[src/assert_macros.svh]
// Assertion macros used by the top-level RTL file.
`ifndef ASSERT_MACROS_SVH
`define ASSERT_MACROS_SVH

// Checked on every clock edge while reset is released.
`define ASSERT_RST(label, clk, rst_n, prop, msg) \
  label: assert property (@(posedge clk) disable iff (!rst_n) prop) else $error(msg);

// Checked on every clock edge, reset included.
`define ASSERT_ALWAYS(label, clk, prop, msg) \
  label: assert property (@(posedge clk) prop) else $error(msg);

`endif

[src/mkdb_pkg.sv]
// Package for the multi-key debouncer: payload types, codes and defaults.
package mkdb_pkg;

  localparam int NUM_KEYS_DEF = 4;

  localparam int MODE_W   = 2;
  localparam int LEVELS_W = 4;
  localparam int QUERY_W  = 3;
  localparam int EVENT_W  = 3;
  localparam int HOLD_W   = 16;
  localparam int MASK_W   = 4;
  localparam int DEB_W    = 8;

  localparam int MAX_QUERY = (1 << QUERY_W) - 1;

  localparam logic [MODE_W-1:0] MODE_TICK  = 2'd0;
  localparam logic [MODE_W-1:0] MODE_TAKE  = 2'd1;
  localparam logic [MODE_W-1:0] MODE_QUERY = 2'd2;

  localparam int CFG_IDX_W  = 1;
  localparam int CFG_DATA_W = 16;
  localparam logic [CFG_IDX_W-1:0] REG_DEBOUNCE   = 1'd0;
  localparam logic [CFG_IDX_W-1:0] REG_HOLD_LIMIT = 1'd1;

  localparam logic [DEB_W-1:0]  DEBOUNCE_RST   = 8'd20;
  localparam logic [HOLD_W-1:0] HOLD_LIMIT_RST = 16'd60000;

  typedef struct packed {
    logic [MODE_W-1:0]   mode;
    logic [LEVELS_W-1:0] raw_levels;
    logic [QUERY_W-1:0]  query_key;
  } in_item_t;

  typedef struct packed {
    logic [EVENT_W-1:0] event_key;
    logic [HOLD_W-1:0]  held_ms;
    logic [MASK_W-1:0]  pressed_mask;
  } out_item_t;

  // Per-key status handed from a lane to the merge stage.
  typedef struct packed {
    logic              pressed;      // current confirmed state
    logic              pressed_nxt;  // confirmed state after this item
    logic              pending;
    logic [HOLD_W-1:0] hold_time;
  } lane_stat_t;

endpackage

[src/multi_key_debounce_hold_timer_top.sv]
// Multi-key debouncer top: config registers, key lanes, merge and output skid.
//
// Input channel in_valid/in_stall/in_data: mode 0 is a tick carrying the raw
// active-low key levels, mode 1 takes the lowest pending press event, mode 2
// queries the hold time of key 1..NUM_KEYS. Every item yields one result on
// out_valid/out_stall/out_data with the event key, hold time and the mask of
// confirmed pressed keys after the item.
// Each result is registered; one item per cycle while in_stall is low, and
// all key lanes update in the accept cycle.
// If the receiver stalls, one more result is parked in a skid register and
// in_stall then rises until the output drains; in_stall is a register.
// cfg_we/cfg_addr/cfg_wdata write debounce_ticks (index 0) and hold_limit
// (index 1); write them only while the block is idle.
// Synchronous reset (rst_n low) releases all keys, clears counts, hold times
// and pending events, empties the output and restores debounce 20, limit 60000.
`include "assert_macros.svh"

module multi_key_debounce_hold_timer_top
  import mkdb_pkg::*;
#(
  parameter int NUM_KEYS = NUM_KEYS_DEF
) (
  input  logic                  clk,
  input  logic                  rst_n,
  input  logic                  in_valid,
  output logic                  in_stall,
  input  in_item_t              in_data,
  output logic                  out_valid,
  input  logic                  out_stall,
  output out_item_t             out_data,
  input  logic                  cfg_we,
  input  logic [CFG_IDX_W-1:0]  cfg_addr,
  input  logic [CFG_DATA_W-1:0] cfg_wdata
);

  localparam int LVL_W = (NUM_KEYS < LEVELS_W) ? LEVELS_W : NUM_KEYS;

  logic [DEB_W-1:0]  debounce_r, debounce_nxt;
  logic [HOLD_W-1:0] hold_limit_r, hold_limit_nxt;

  logic                in_acc, tick, take;
  logic [LVL_W-1:0]    lvl_pad;
  lane_stat_t          lanes [NUM_KEYS];
  logic [NUM_KEYS-1:0] take_sel;
  logic [NUM_KEYS-1:0] pending_vec;
  logic [NUM_KEYS-1:0] pressed_vec;
  out_item_t           result;

  logic      out_valid_r, out_valid_nxt;
  out_item_t out_data_r, out_data_nxt;
  logic      skid_full_r, skid_full_nxt;
  out_item_t skid_data_r, skid_data_nxt;

  // configuration
  always_comb begin
    debounce_nxt   = debounce_r;
    hold_limit_nxt = hold_limit_r;
    if (cfg_we) begin
      unique case (cfg_addr)
        REG_DEBOUNCE:   debounce_nxt   = cfg_wdata[DEB_W-1:0];
        REG_HOLD_LIMIT: hold_limit_nxt = cfg_wdata[HOLD_W-1:0];
        default:        ;
      endcase
    end
  end

  always_ff @(posedge clk) begin
    if (!rst_n) begin
      debounce_r   <= DEBOUNCE_RST;
      hold_limit_r <= HOLD_LIMIT_RST;
    end else begin
      debounce_r   <= debounce_nxt;
      hold_limit_r <= hold_limit_nxt;
    end
  end

  assign in_stall = skid_full_r;
  assign in_acc   = in_valid && !skid_full_r;
  assign tick     = in_acc && in_data.mode == MODE_TICK;
  assign take     = in_acc && in_data.mode == MODE_TAKE;

  // keys past the level field read as pressed (0)
  assign lvl_pad = LVL_W'(in_data.raw_levels);

  for (genvar k = 0; k < NUM_KEYS; k++) begin : g_lane
    mkdb_lane u_lane (
      .clk        (clk),
      .rst_n      (rst_n),
      .tick       (tick),
      .level      (lvl_pad[k]),
      .take       (take && take_sel[k]),
      .debounce   (debounce_r),
      .hold_limit (hold_limit_r),
      .stat       (lanes[k])
    );
    assign pending_vec[k] = lanes[k].pending;
    assign pressed_vec[k] = lanes[k].pressed;
  end

  mkdb_merge #(
    .NUM_KEYS (NUM_KEYS)
  ) u_merge (
    .item     (in_data),
    .lanes    (lanes),
    .take_sel (take_sel),
    .result   (result)
  );

  // output register plus one skid entry
  always_comb begin
    out_valid_nxt = out_valid_r;
    out_data_nxt  = out_data_r;
    skid_full_nxt = skid_full_r;
    skid_data_nxt = skid_data_r;
    if (!out_valid_r || !out_stall) begin
      if (skid_full_r) begin
        out_valid_nxt = 1'b1;
        out_data_nxt  = skid_data_r;
        skid_full_nxt = 1'b0;
      end else begin
        out_valid_nxt = in_acc;
        out_data_nxt  = result;
      end
    end else if (in_acc) begin
      skid_full_nxt = 1'b1;
      skid_data_nxt = result;
    end
  end

  always_ff @(posedge clk) begin
    if (!rst_n) begin
      out_valid_r <= 1'b0;
      skid_full_r <= 1'b0;
    end else begin
      out_valid_r <= out_valid_nxt;
      skid_full_r <= skid_full_nxt;
    end
    out_data_r  <= out_data_nxt;
    skid_data_r <= skid_data_nxt;
  end

  assign out_valid = out_valid_r;
  assign out_data  = out_data_r;

  `ASSERT_RST(a_skid_behind_out, clk, rst_n, skid_full_r |-> out_valid_r, "skid full with empty output")
  `ASSERT_RST(a_take_clears_one, clk, rst_n, (take && pending_vec != '0) |=> ($countones(pending_vec) == $countones($past(pending_vec)) - 1), "take did not clear exactly one event")
  `ASSERT_RST(a_pressed_only_on_tick, clk, rst_n, !tick |=> $stable(pressed_vec), "pressed state changed without a tick")
  `ASSERT_RST(a_one_field_active, clk, rst_n, (out_valid_r && out_data_r.event_key != '0) |-> (out_data_r.held_ms == '0), "event and hold time both nonzero")

endmodule

[src/mkdb_lane.sv]
// One key lane: debounce counter, confirmed state, hold timer, pending event.
module mkdb_lane
  import mkdb_pkg::*;
(
  input  logic              clk,
  input  logic              rst_n,
  input  logic              tick,
  input  logic              level,
  input  logic              take,
  input  logic [DEB_W-1:0]  debounce,
  input  logic [HOLD_W-1:0] hold_limit,
  output lane_stat_t        stat
);

  logic              last_level_r, last_level_nxt;
  logic [DEB_W-1:0]  count_r, count_nxt;
  logic              pressed_r, pressed_nxt;
  logic [HOLD_W-1:0] hold_r, hold_nxt;
  logic              pending_r, pending_nxt;
  logic [DEB_W-1:0]  count_inc;

  assign count_inc = count_r + 1'b1;

  always_comb begin
    last_level_nxt = last_level_r;
    count_nxt      = count_r;
    pressed_nxt    = pressed_r;
    hold_nxt       = hold_r;
    pending_nxt    = pending_r;
    if (tick) begin
      if (level != last_level_r) begin
        last_level_nxt = level;
        count_nxt      = '0;
      end else if (count_r < debounce) begin
        count_nxt = count_inc;
        if (count_inc == debounce) begin
          if (!level && !pressed_r) begin
            pressed_nxt = 1'b1;
            hold_nxt    = '0;
            pending_nxt = 1'b1;
          end else if (level && pressed_r) begin
            pressed_nxt = 1'b0;
          end
        end
      end
      // the confirming tick already counts
      if (pressed_nxt && hold_nxt < hold_limit) begin
        hold_nxt = hold_nxt + 1'b1;
      end
    end
    if (take) begin
      pending_nxt = 1'b0;
    end
  end

  always_ff @(posedge clk) begin
    if (!rst_n) begin
      last_level_r <= 1'b1;
      count_r      <= '0;
      pressed_r    <= 1'b0;
      hold_r       <= '0;
      pending_r    <= 1'b0;
    end else begin
      last_level_r <= last_level_nxt;
      count_r      <= count_nxt;
      pressed_r    <= pressed_nxt;
      hold_r       <= hold_nxt;
      pending_r    <= pending_nxt;
    end
  end

  assign stat.pressed     = pressed_r;
  assign stat.pressed_nxt = pressed_nxt;
  assign stat.pending     = pending_r;
  assign stat.hold_time   = hold_r;

endmodule

[src/mkdb_merge.sv]
// Merge stage: picks the lowest pending event, muxes the queried hold time.
module mkdb_merge
  import mkdb_pkg::*;
#(
  parameter int NUM_KEYS = NUM_KEYS_DEF
) (
  input  in_item_t           item,
  input  lane_stat_t         lanes [NUM_KEYS],
  output logic [NUM_KEYS-1:0] take_sel,
  output out_item_t          result
);

  localparam int PAD_W = (NUM_KEYS < MASK_W) ? MASK_W : NUM_KEYS;

  logic [NUM_KEYS-1:0] pressed_nxt;
  logic [PAD_W-1:0]    pressed_pad;
  logic [EVENT_W-1:0]  ev_key;
  logic [HOLD_W-1:0]   held;

  always_comb begin
    take_sel = '0;
    ev_key   = '0;
    // scan downward so the lowest pending key wins
    for (int k = NUM_KEYS - 1; k >= 0; k--) begin
      if (lanes[k].pending) begin
        take_sel    = '0;
        take_sel[k] = 1'b1;
        ev_key      = EVENT_W'(k + 1);
      end
    end
  end

  always_comb begin
    held = '0;
    for (int k = 0; k < NUM_KEYS; k++) begin
      if ((k + 1) <= MAX_QUERY && item.query_key == QUERY_W'(k + 1) && lanes[k].pressed) begin
        held = lanes[k].hold_time;
      end
    end
  end

  always_comb begin
    for (int k = 0; k < NUM_KEYS; k++) begin
      pressed_nxt[k] = lanes[k].pressed_nxt;
    end
  end

  assign pressed_pad = PAD_W'(pressed_nxt);

  always_comb begin
    result.pressed_mask = pressed_pad[MASK_W-1:0];
    result.event_key    = '0;
    result.held_ms      = '0;
    case (item.mode)
      MODE_TAKE:  result.event_key = ev_key;
      MODE_QUERY: result.held_ms   = held;
      default:    ;
    endcase
  end

endmodule

[config.mk]
export PLATFORM = sky130hd
export DESIGN_NAME = multi_key_debounce_hold_timer_top
export DESIGN_NICKNAME = d
export VERILOG_FILES = /design/src/mkdb_pkg.sv /design/src/multi_key_debounce_hold_timer_top.sv /design/src/mkdb_lane.sv /design/src/mkdb_merge.sv
export VERILOG_INCLUDE_DIRS = /design/src /design/src/src
export SDC_FILE = /design/constraint.sdc
export NUM_CORES = 1
export LEC_CHECK = 0
export ABC_AREA = 1
export BUFFER_PORTS_ARGS = -buffer_cell sky130_fd_sc_hd__buf_2
export CORE_ASPECT_RATIO = 1.1
export CORE_MARGIN = 4
export CORE_UTILIZATION = 25
export CTS_CLUSTER_SIZE = 12
export DETAILED_ROUTE_END_ITERATION = 7
export HOLD_SLACK_MARGIN = 0.03
export PLACE_DENSITY = 0.41
export SLEW_MARGIN = 15
export SYNTH_ARGS = -nofsm -noshare
export SYNTH_HDL_FRONTEND = slang
export SYNTH_HIERARCHICAL = 1
export SYNTH_SLANG_ARGS = --single-unit
[constraint.sdc]
create_clock -name clk -period 4 [get_ports clk]
set_input_delay 0.6 -clock clk [delete_from_list [all_inputs] [get_ports clk]]
set_output_delay 0.6 -clock clk [all_outputs]
set_load 0.005 [all_outputs]
# After elaboration in Yosys (flattened, before gate mapping)
# Cells that the tools add are included.
dict set report op_classes {
  n_addsub 8
  magnitude_cmp 8
  mux 76
  eq_ne 14
  n_reduce_logical 60
  n_bitwise 7
}
# cell n
set op_table {}
lappend op_table {{$mux W16} 29}
lappend op_table {{$add A16 B1 Y16 const B} 4}
lappend op_table {{$lt A16 B16 Y1} 4}
lappend op_table {{$mux W8} 8}
lappend op_table {{$add A8 B1 Y8 const B} 4}
lappend op_table {{$eq A8 B8 Y1} 4}
lappend op_table {{$lt A8 B8 Y1} 4}
lappend op_table {{$mux W1} 29}
lappend op_table {{$logic_and A1 B1 Y1} 23}
lappend op_table {{$mux W23} 1}
lappend op_table {{$reduce_and A2 Y1} 11}
lappend op_table {{$reduce_and A5 Y1} 4}
lappend op_table {{$mux W4} 4}
lappend op_table {{$mux W3} 5}
lappend op_table {{$logic_not A1 Y1} 11}
lappend op_table {{$reduce_or A2 Y1} 5}
lappend op_table {{$reduce_bool A2 Y1} 4}
lappend op_table {{$not A1 Y1} 7}
lappend op_table {{$eq A3 B2 Y1 const B} 2}
lappend op_table {{$ne A1 B1 Y1} 4}
lappend op_table {{$eq A3 B1 Y1 const B} 1}
lappend op_table {{$eq A3 B3 Y1 const B} 1}
lappend op_table {{$eq A2 B1 Y1 const B} 1}
lappend op_table {{$eq A2 B2 Y1 const B} 1}
lappend op_table {{other kinds (2)} 2}
dict set report word_totals {
  wordCells 203
  ff_bits 180
  out_inout_bits 25
  in_bits 31
}

# Logic depth before layout (Yosys ltp)
# Gate-level depths: netlist (run 1).
dict set report logic_depth {
  ltp_word 10
  ltp_mapped 25
  mapped_depth_nobuf 25
}

# Modules after synthesis
# Netlist (run 1), hierarchy kept.
# module cells_each area_each_um2 seq_area_each_um2 instances
set modules_own_cells {}
lappend modules_own_cells {mkdb_lane 418 2612.5 540.5 4}
lappend modules_own_cells {multi_key_debounce_hold_timer_top 261 2726.4 1901.8 1}
lappend modules_own_cells {mkdb_merge 170 872.1 0.0 1}

# Least setup slack after synthesis (run 1)
# OpenSTA, ideal clock, no wires.
dict set report synth_path {
  path_type {reg-to-reg}
  startpoint {register debounce_r[5]}
  endpoint {register g_lane[0].u_lane.hold_r[12]}
  stages_incl_launch_ff 19
  setup_ps 116
  arrival_ps 3244
  setup_slack_ps 640
  required_ps 3884
  path_cell_list {dfxtp_1 -> inv_1 -> ha_1 -> a21oi_1 -> o21ai_0 -> a21oi_1 -> nand4_4 -> nand2_1 -> inv_1 -> ha_1 -> a21oi_1 -> o21ai_0 -> nand3_1 -> a21oi_1 -> nor3b_4 -> buf_6 -> nand4_1 -> o21ai_0 -> nor2_1}
}
dict set report synth_via {
  elab_chain_cells 8
  word_cells_on_any_way 14
}
# item line
set synth_rtl {}
lappend synth_rtl {{start: declaration} multi_key_debounce_hold_timer_top.sv:38} ;# logic [DEB_W-1:0] debounce_r, debounce_nxt;
lappend synth_rtl {{start signal: assignment} multi_key_debounce_hold_timer_top.sv:72} ;# debounce_r <= debounce_nxt;
lappend synth_rtl {{parallel branches: the longest is 7 deep, another holds $lt A16 B16 Y1} --}
lappend synth_rtl {{$mux W16 *} mkdb_lane.sv:47} ;# if (pressed_nxt && hold_nxt < hold_limit) begin
lappend synth_rtl {{end signal: assignment} mkdb_lane.sv:67} ;# hold_r <= hold_nxt;
lappend synth_rtl {{end: declaration} mkdb_lane.sv:18} ;# logic [HOLD_W-1:0] hold_r, hold_nxt;
# Every way passes the cells marked *. The select of a mux whose other input is x is not followed.
# A chain may end at the register's enable or synchronous reset.

# Worst setup path after layout (run 1)
dict set report layout_path {
  startpoint {register g_lane[3].u_lane.count_r[2]}
  endpoint {register g_lane[3].u_lane.hold_r[3]}
}
dict set report layout_via {
  elab_chain_cells 9
  word_cells_on_any_way 15
}
# item line
set layout_rtl {}
lappend layout_rtl {{start: declaration} mkdb_lane.sv:16} ;# logic [DEB_W-1:0] count_r, count_nxt;
lappend layout_rtl {{start signal: assignment} mkdb_lane.sv:65} ;# count_r <= count_nxt;
lappend layout_rtl {{$add A8 B1 Y8} mkdb_lane.sv:22} ;# assign count_inc = count_r + 1'b1;
lappend layout_rtl {{$eq A8 B8 Y1} mkdb_lane.sv:36} ;# if (count_inc == debounce) begin
lappend layout_rtl {{$mux W16} mkdb_lane.sv:36}
lappend layout_rtl {{$mux W16} mkdb_lane.sv:34} ;# end else if (count_r < debounce) begin
lappend layout_rtl {{$mux W16} mkdb_lane.sv:31} ;# if (level != last_level_r) begin
lappend layout_rtl {{$mux W16} mkdb_lane.sv:30} ;# if (tick) begin
lappend layout_rtl {{$lt A16 B16 Y1} mkdb_lane.sv:47}
lappend layout_rtl {{$logic_and A1 B1 Y1} mkdb_lane.sv:47}
lappend layout_rtl {{$mux W16 *} mkdb_lane.sv:47}
lappend layout_rtl {{end signal: assignment} mkdb_lane.sv:67}
lappend layout_rtl {{end: declaration} mkdb_lane.sv:18}
# Every way passes the cells marked *; elsewhere a longest branch is shown, timed or not. The select of a mux whose other input is x is not followed.

==> results of run 1 <==
how the worst max path moves through the flow:
stage                                        endpoint  cells after the start                        start
after CTS                  g_lane[0].u_lane/hold_r[2]                     22  g_lane[0].u_lane/count_r[1]
after global routing       g_lane[2].u_lane/hold_r[6]                     23  g_lane[2].u_lane/count_r[0]
final                      g_lane[3].u_lane/hold_r[3]                     19  g_lane[3].u_lane/count_r[2]
after global placement     g_lane[0].u_lane/hold_r[2]                     22  g_lane[0].u_lane/count_r[1]
after floorplan           g_lane[0].u_lane/hold_r[12]                     18                debounce_r[5]
after detailed placement   g_lane[0].u_lane/hold_r[2]                     22  g_lane[0].u_lane/count_r[1]
state kept, by name, indices dropped and copies added (netlist names):
name                        cells
g_lane.u_lane/hold_r           64
g_lane.u_lane/count_r          32
out_data                       23
skid_data_r                    23
hold_limit_r                   16
debounce_r                      8
g_lane.u_lane/last_level_r      4
g_lane.u_lane/pending_r         4
g_lane.u_lane/pressed_r         4
in_stall                        1
out_valid                       1
kinds of logic after synthesis:
group	count (synthesis)	synth area share
and+or+nand+nor	1198	0.396
buffers and inverters	382	0.120
AOI/OAI and AO/OA	231	0.0963
DFF	180	0.289
adders and majority gates	100	0.0891
xor gates and xnor gates	12	0.00962
report_power, final:
part           switching [uW]  internal [uW]  total [uW]
logic                     342            166         507
clock network             948            918        1870
registers                75.3           1910        1990
total                    1370           3000        4360
metrics by stage:
stage | TNS (ns) | setup WS [ns] | area (sq um) | hold WS [ns] | power (uW)
floorplan | 0 | 0.640 | 14000 | 0.451 | 2340
global placement | 0 | 0.151 | 15100 | 0.461 | 2530
detailed placement | 0 | 0.152 | 15100 | 0.473 | 2530
CTS | 0 | 0.128 | 15700 | 0.263 | 4440
global route | -0.0327 | -0.0173 | 15900 | 0.291 | 4580
finish | 0 | 0.287 | 15900 | 0.302 | 4360
synth_stat cells, types with 5 or more instances:
master,n
a211oi_1,32
a21oi_1,81
a21oi_2,12
a31oi_1,24
buf_2,18
buf_4,19
buf_6,18
clkbuf_1,22
dfxtp_1,134
edfxtp_1,46
ha_1,100
inv_1,288
inv_2,9
nand2_1,544
nand2_2,24
nand2_4,5
nand3_1,200
nand3_2,11
nand4_1,69
nor2_1,231
nor2_2,22
nor2_4,12
nor3_1,42
nor3_2,12
nor4_1,5
o21ai_0,51
o21ai_1,16
or2_2,5
layer usage:
layer | share of wire | wire (um)
met5 | 0 | 0
met3 | 0.043 | 2060
met1 | 0.46 | 21700
met2 | 0.47 | 22600
met4 | 0.028 | 1320
tightest hold or removal path: stages:
cell	delay, ns
buf_2	0.08
nand2_1	0.05
nand3_1	0.05
cell type report:
class / count / share of cell area
well taps: 736 / 0.0578
multi-input cells: 1543 / 0.526
inverters: 303 / 0.0720
clock inverters: 15 / 0.0135
clock buffers: 17 / 0.0267
repair buffers: 116 / 0.0481
flip-flops and latches: 180 / 0.256
cells in the final DEF, fill, tap and decap left out, types with 32 or more instances in the layout:
master / Yosys / final
nand4_1: 69 / 69
nor3_1: 42 / 40
inv_1: 288 / 286
nand3_1: 200 / 200
a211oi_1: 32 / 32
o21ai_0: 51 / 51
nand2_1: 544 / 540
dfxtp_1: 134 / 130
edfxtp_1: 46 / 46
buf_2: 18 / 55
nor2_1: 231 / 230
ha_1: 100 / 97
buf_4: 19 / 57
a21oi_1: 81 / 78
timing repair:
action,4_1_cts,5_1_grt
resized for setup,0,22
setup buffers,0,14
setup endpoints to repair,0,63
==> metrics.md, run 1 <==
| Metric | Value |
|---|---|
| Critical path fanouts, max | `8` |
| Nets | `2,292` |
| GRT Util Overall | `0.157` |
| Iteration-0 DRC Markers | `863` |
| Sequence of cells on the critical path | `nand2_2 > nor2_4 > nand3_1 > nand2_1 > nand2_1 > xor2_2 > nand4_4 > nand2_2 > inv_1 > ha_1 > a21oi_1 > o21ai_0 > nand3_1 > a21oi_1 > nor3b_4 > buf_4 > nand4_1 > nor3_1 > nor2_1` |
| Multi-input gate area | `0.00838 sq mm` |
| Via count | `13,600` |
| Hold Path Class | `in -> reg` |
| Layout-stage area growth over the synthesis result | `13.4%` |
| Die W | `234 um` |
| CTS max path bufs | `2` |
| Largest net degree at the start of global routing | `73` |
| First-pass GRT wire length | `73.1 mm` |
| Clk root buf | `clkbuf_16` |
| Slew @ Worst Pin | `1.04 ns` |
| Pleak | `0.00730 uW` |
| Gpl congestion | `0.894` |
| Worst skew pair latency | `0.50 ns` |
| Ys async rst share | `0` |
| Max Transition Viols Final | `0` |
| Pwr/cell area | `274 mW/mm^2` |
| Hold Path Cell Cnt | `3` |
| Yosys reg bits | `180` |
| Placed Cells | `2,862` |
| Detail Route Antenna Nets | `0` |
| Top delay family on crit path | `simple AND/OR/NAND/NOR gates` |
| CTS Buf Count | `17` |
| Post-synth EDFFs | `46` |
| RR Startpoint | `g_lane[3].u_lane/count_r[2]` |
| Max VDD drop | `364 uV` |
| Tmin final | `3.71 ns` |
| Via density | `4.68` |
| RSZ-0062 raised after global routing | `true` |
| Met3 Track Usage GR | `0.0331` |
| Slowest CP cell | `dfxtp_1` |
| Max cap viols | `0` |
| Vias in the first global route | `12,900` |
| Final setup viols | `0` |
| Die Footprint | `0.0601 sq mm` |
| Share of the synthesized area in the top cell type | `0.191` |
| Worst EP arrival | `4.11 ns` |
| Dpl hpwl | `36.5 mm` |
| Critical R2R Capture | `g_lane[3].u_lane/hold_r[3]` |
| Synthesized area | `0.0140 sq mm` |
| Setup Skew | `0.0139 ns` |
| Status | `completed` |
| Util after Layout | `0.288` |
| Largest cells by area after synthesis | `dfxtp_1, nand2_1, edfxtp_1` |
| Part of the Yosys area used for sequential elements | `0.289` |
| Count of clock tree sinks | `180` |
| Non-Filler Instances | `2,910` |
| R2R Setup Slk | `0.29 ns` |
| CP Capture Type | `register` |
| CP Launch Type | `register` |
| CTS tree | `done` |
| Routed wire length per instance | `16.4 um` |
| Worst Path Required | `4.40 ns` |
| Biggest cell delay along the critical path | `0.51 ns` |
| Start-to-end type of the worst setup path | `reg -> reg` |
| Diodes inserted | `0` |
| Core ar. | `0.0553 sq mm` |
| Fraction of layout cells with a size suffix above 1 | `0.139` |
| Grt met1 use | `0.202` |
| Synth unique cells | `44` |
| Initial antenna violation count | `0` |
| H-tree depth | `4` |
| Leading area contributor after synthesis | `dfxtp_1` |
| Die Height | `257 um` |
| Hold_buf cts | `0` |
| GR Overflow Total | `0` |
| Clock-pin slew on the worst setup and hold paths | `0.08 ns` |
| Cells after synthesis | `2,103` |
| Routed Wire Length | `47.7 mm` |
| DRC errors left | `0` |
| Worst reg-to-reg path cell count | `19` |
| Min-delay src | `cfg_wdata[9]` |
| DR pass1 iterations | `5` |
| Hold Vio Cnt, Final | `0` |
| Syn nets | `2,234` |
| Ys flop type | `dfxtp_1` |
| Mean post-synth cell area | `6.68 sq um` |
| Achievable Freq | `0.269 GHz` |
| Gr busiest metal | `met2` |
| Fillcell total | `6,144` |
| Final Cycle Share | `0.928` |
| Initial Utilization | `0.254` |
| Ys Warns | `6` |
| # IOs | `56` |
| Met2 Resource Use GR | `0.261` |
| FP Rows | `90` |
| Hold worst-path end | `hold_limit_r[9]` |
| Slew HR | `0.307` |
| Port Buf Inserts | `55` |
| Buf+Inv Stages, Crit Path | `2` |
| Sequential cell area | `0.00407 sq mm` |
Note: power is estimated with default switching activity, not from simulation.
==> run 2: changes to the inputs <==
--- a/config.mk
+++ b/config.mk
@@ -11,6 +11,7 @@
 export CORE_ASPECT_RATIO = 1.1
 export CORE_MARGIN = 4
 export CORE_UTILIZATION = 25
+export CTS_BUF_LIST = sky130_fd_sc_hd__clkbuf_4
 export CTS_CLUSTER_SIZE = 12
 export DETAILED_ROUTE_END_ITERATION = 7
 export HOLD_SLACK_MARGIN = 0.03
==> run 2 against run 1 <==
Against the previous run:
- cell count up 0.69%
- cell area down 0.72%
- sequential power about the same
- largest power group unchanged
- count of clock-buffer cells in the layout unchanged
- worst hold slack worse by 0.13 ns
- critical path depth up 1
- sequential share of layout area up 0.21 points
- maximum frequency down 0.42%
- non-clock buffer count up 19
- combinational power up 3%
- die area unchanged
==> metrics.md, run 2 (synthesis gave the netlist of run 1 again) <==
| Metric | Value |
|---|---|
| Worst Path Required | `4.71 ns` |
| Largest reg by FF count | `g_lane.u_lane/hold_r` |
| Initial antenna violation count | `1` |
| Via count | `13,700` |
| Status | `completed` |
| CP Capture Type | `register` |
| First-pass GRT wire length | `73.1 mm` |
| Gpl congestion | `0.894` |
| Count of clock tree sinks | `180` |
| Final setup viols | `0` |
| Slew HR | `0.324` |
| Fraction of layout cells with a size suffix above 1 | `0.138` |
| Die Height | `257 um` |
| Setup Skew | `0.0355 ns` |
| Routed Wire Length | `47.7 mm` |
| Pleak | `0.00725 uW` |
| Hold Vio Cnt, Final | `0` |
| Fin area | `0.0158 sq mm` |
| Clock share of power | `0.330` |
| Commonest non-fill, non-tap cells in the layout | `nand2_1, inv_1, nor2_1` |
| Worst EP arrival | `4.44 ns` |
| FP Rows | `90` |
| Net Sw Power | `1280 uW` |
| CP Launch Type | `register` |
| Min-delay src | `in_valid` |
| Vias in the first global route | `12,900` |
| Iteration-0 DRC Markers | `792` |
| Initial Utilization | `0.254` |
| Pwr/cell area | `237 mW/mm^2` |
| CTS tree | `done` |
| Largest net degree at the start of global routing | `73` |
| Nets | `2,311` |
| Core ar. | `0.0553 sq mm` |
| Detail Route Antenna Nets | `0` |
| Achievable Freq | `0.268 GHz` |
| Hold Path Cell Cnt | `3` |
| # IOs | `56` |
| Max cap viols | `0` |
| Placed Cells | `2,862` |
| PnR worst setup slack | `0.271 ns` |
| Switching share of power | `0.343` |
| Pre-CTS setup slack | `0.152 ns` |
| Start-to-end type of the worst setup path | `reg -> reg` |
| Max Transition Viols Final | `0` |
| GR Overflow Total | `0` |
| Most common cell after layout, fill and taps aside | `nand2_1` |
| CTS Buf Count | `17` |
| Critical path fanouts, max | `8` |
| Cell-internal power | `2460 uW` |
| Clock-pin slew on the worst setup and hold paths | `0.20 ns` |
| CP startpoint | `g_lane[3].u_lane/count_r[2]` |
| Max VDD drop | `178 uV` |
| Max reg flops | `64` |
| Worst reg-to-reg path cell count | `20` |
| GRT Util Overall | `0.157` |
| Worst skew pair latency | `0.75 ns` |
| Clk root buf | `clkbuf_4` |
| Non-Filler Instances | `2,930` |
| Hold Path Class | `in -> reg` |
| Reg power frac | `0.532` |
| Top flop regs | `g_lane.u_lane/hold_r x64, g_lane.u_lane/count_r x32` |
| DRC errors left | `0` |
| Layout-stage area growth over the synthesis result | `12.6%` |
| Die W | `234 um` |
| H-tree depth | `4` |
| Tmin final | `3.73 ns` |
| Slew @ Worst Pin | `1.01 ns` |
| Combinational power share | `0.139` |
| Die Footprint | `0.0601 sq mm` |
| Final Cycle Share | `0.932` |
| CTS max path bufs | `2` |
| Via density | `4.68` |
| Post-DP Area | `0.0151 sq mm` |
| Routed wire length per instance | `16.3 um` |
| DR pass1 iterations | `5` |
| RR Startpoint | `g_lane[3].u_lane/count_r[2]` |
| Dpl hpwl | `36.5 mm` |
| Port Buf Inserts | `55` |
| Fin Setup TNS | `0 ns` |
==> run 2: cell types whose count changed in the layout (fill, tap and decap cells not counted), moves of 2 or more <==
cell	previous run	this run
clkbuf_16	17	0
ha_2	3	1
dlygate4sd3_1	0	19
dfxtp_1	130	127
clkbuf_4	0	17
dfxtp_2	3	6
ha_1	97	99
==> run 2: what timing repair did <==
item | CTS | global route
buffers inserted | 0 | 14
hold buffers | 19 | 0
endpoints found under the hold margin | 18 | 0
setup endpoints to repair | 0 | 61
gates resized for setup | 0 | 22
==> run 2: power groups by stage <==
stage | Sequential, uW | Clock, uW | Combinational (uW)
detailed placement | 2030 | 0 | 496
global route | 2000 | 1370 | 596
floorplan | 2000 | 0 | 338
CTS | 1990 | 1320 | 514
finish | 1990 | 1240 | 520
global placement | 2030 | 0 | 496
==> run 2: routing by layer <==
metal / up-vias / GRT usage / routed length, um
met4: 0 / 0.0502 / 1350
met5: - / 0 / 0
met2: 252 / 0.261 / 22600
met3: 65 / 0.0315 / 1940
li1: 7050 / - / -
met1: 6337 / 0.202 / 21900
==> run 2: worst max-delay path, cell delays in order, from the launching register on <==
cell and delay (ns):
dfxtp_1 0.55, nand2_2 0.11, nor2_4 0.15, nand3_1 0.08, nand2_1 0.10, nand2_1 0.11
xor2_2 0.41, nand4_4 0.29, nand2_2 0.16, inv_1 0.09, ha_1 0.30, a21oi_1 0.15
o21ai_0 0.10, nand3_1 0.08, a21oi_1 0.09, nor3b_4 0.30, buf_4 0.23, nand4_1 0.13
o21ai_0 0.11, nand2_1 0.07, nor2_1 0.09
==> run 2: layout make-up <==
| type | count | area (sq um) |
|---|---|---|
| clock buffers | 17 | 128 |
| diodes | 1 | 2.50 |
| fillers | 6163 | 39500 |
| clock inverters | 15 | 215 |
| flip-flops and latches | 180 | 4080 |
| inverters | 303 | 1150 |
| well taps | 736 | 921 |
| multi-input cells | 1543 | 8370 |
| repair buffers | 135 | 956 |
==> run 2: through the flow <==
| step | util | power, uW | hold slack (ns) |
|---|---|---|---|
| after floorplan | - | 2340 | 0.451 |
| after global placement | 0.273 | 2530 | 0.461 |
| after detailed placement | 0.273 | 2530 | 0.473 |
| after CTS | 0.283 | 3830 | 0.0309 |
| after global routing | 0.286 | 3970 | 0.0672 |
| final | 0.286 | 3750 | 0.170 |
==> run 2: final timing paths <==
check                                   to  slack (ns)
min                               in_stall        0.17
min reg2reg  g_lane[2].u_lane/last_level_r        0.50
max reg2reg     g_lane[3].u_lane/hold_r[3]        0.27
max             g_lane[3].u_lane/hold_r[3]        0.27
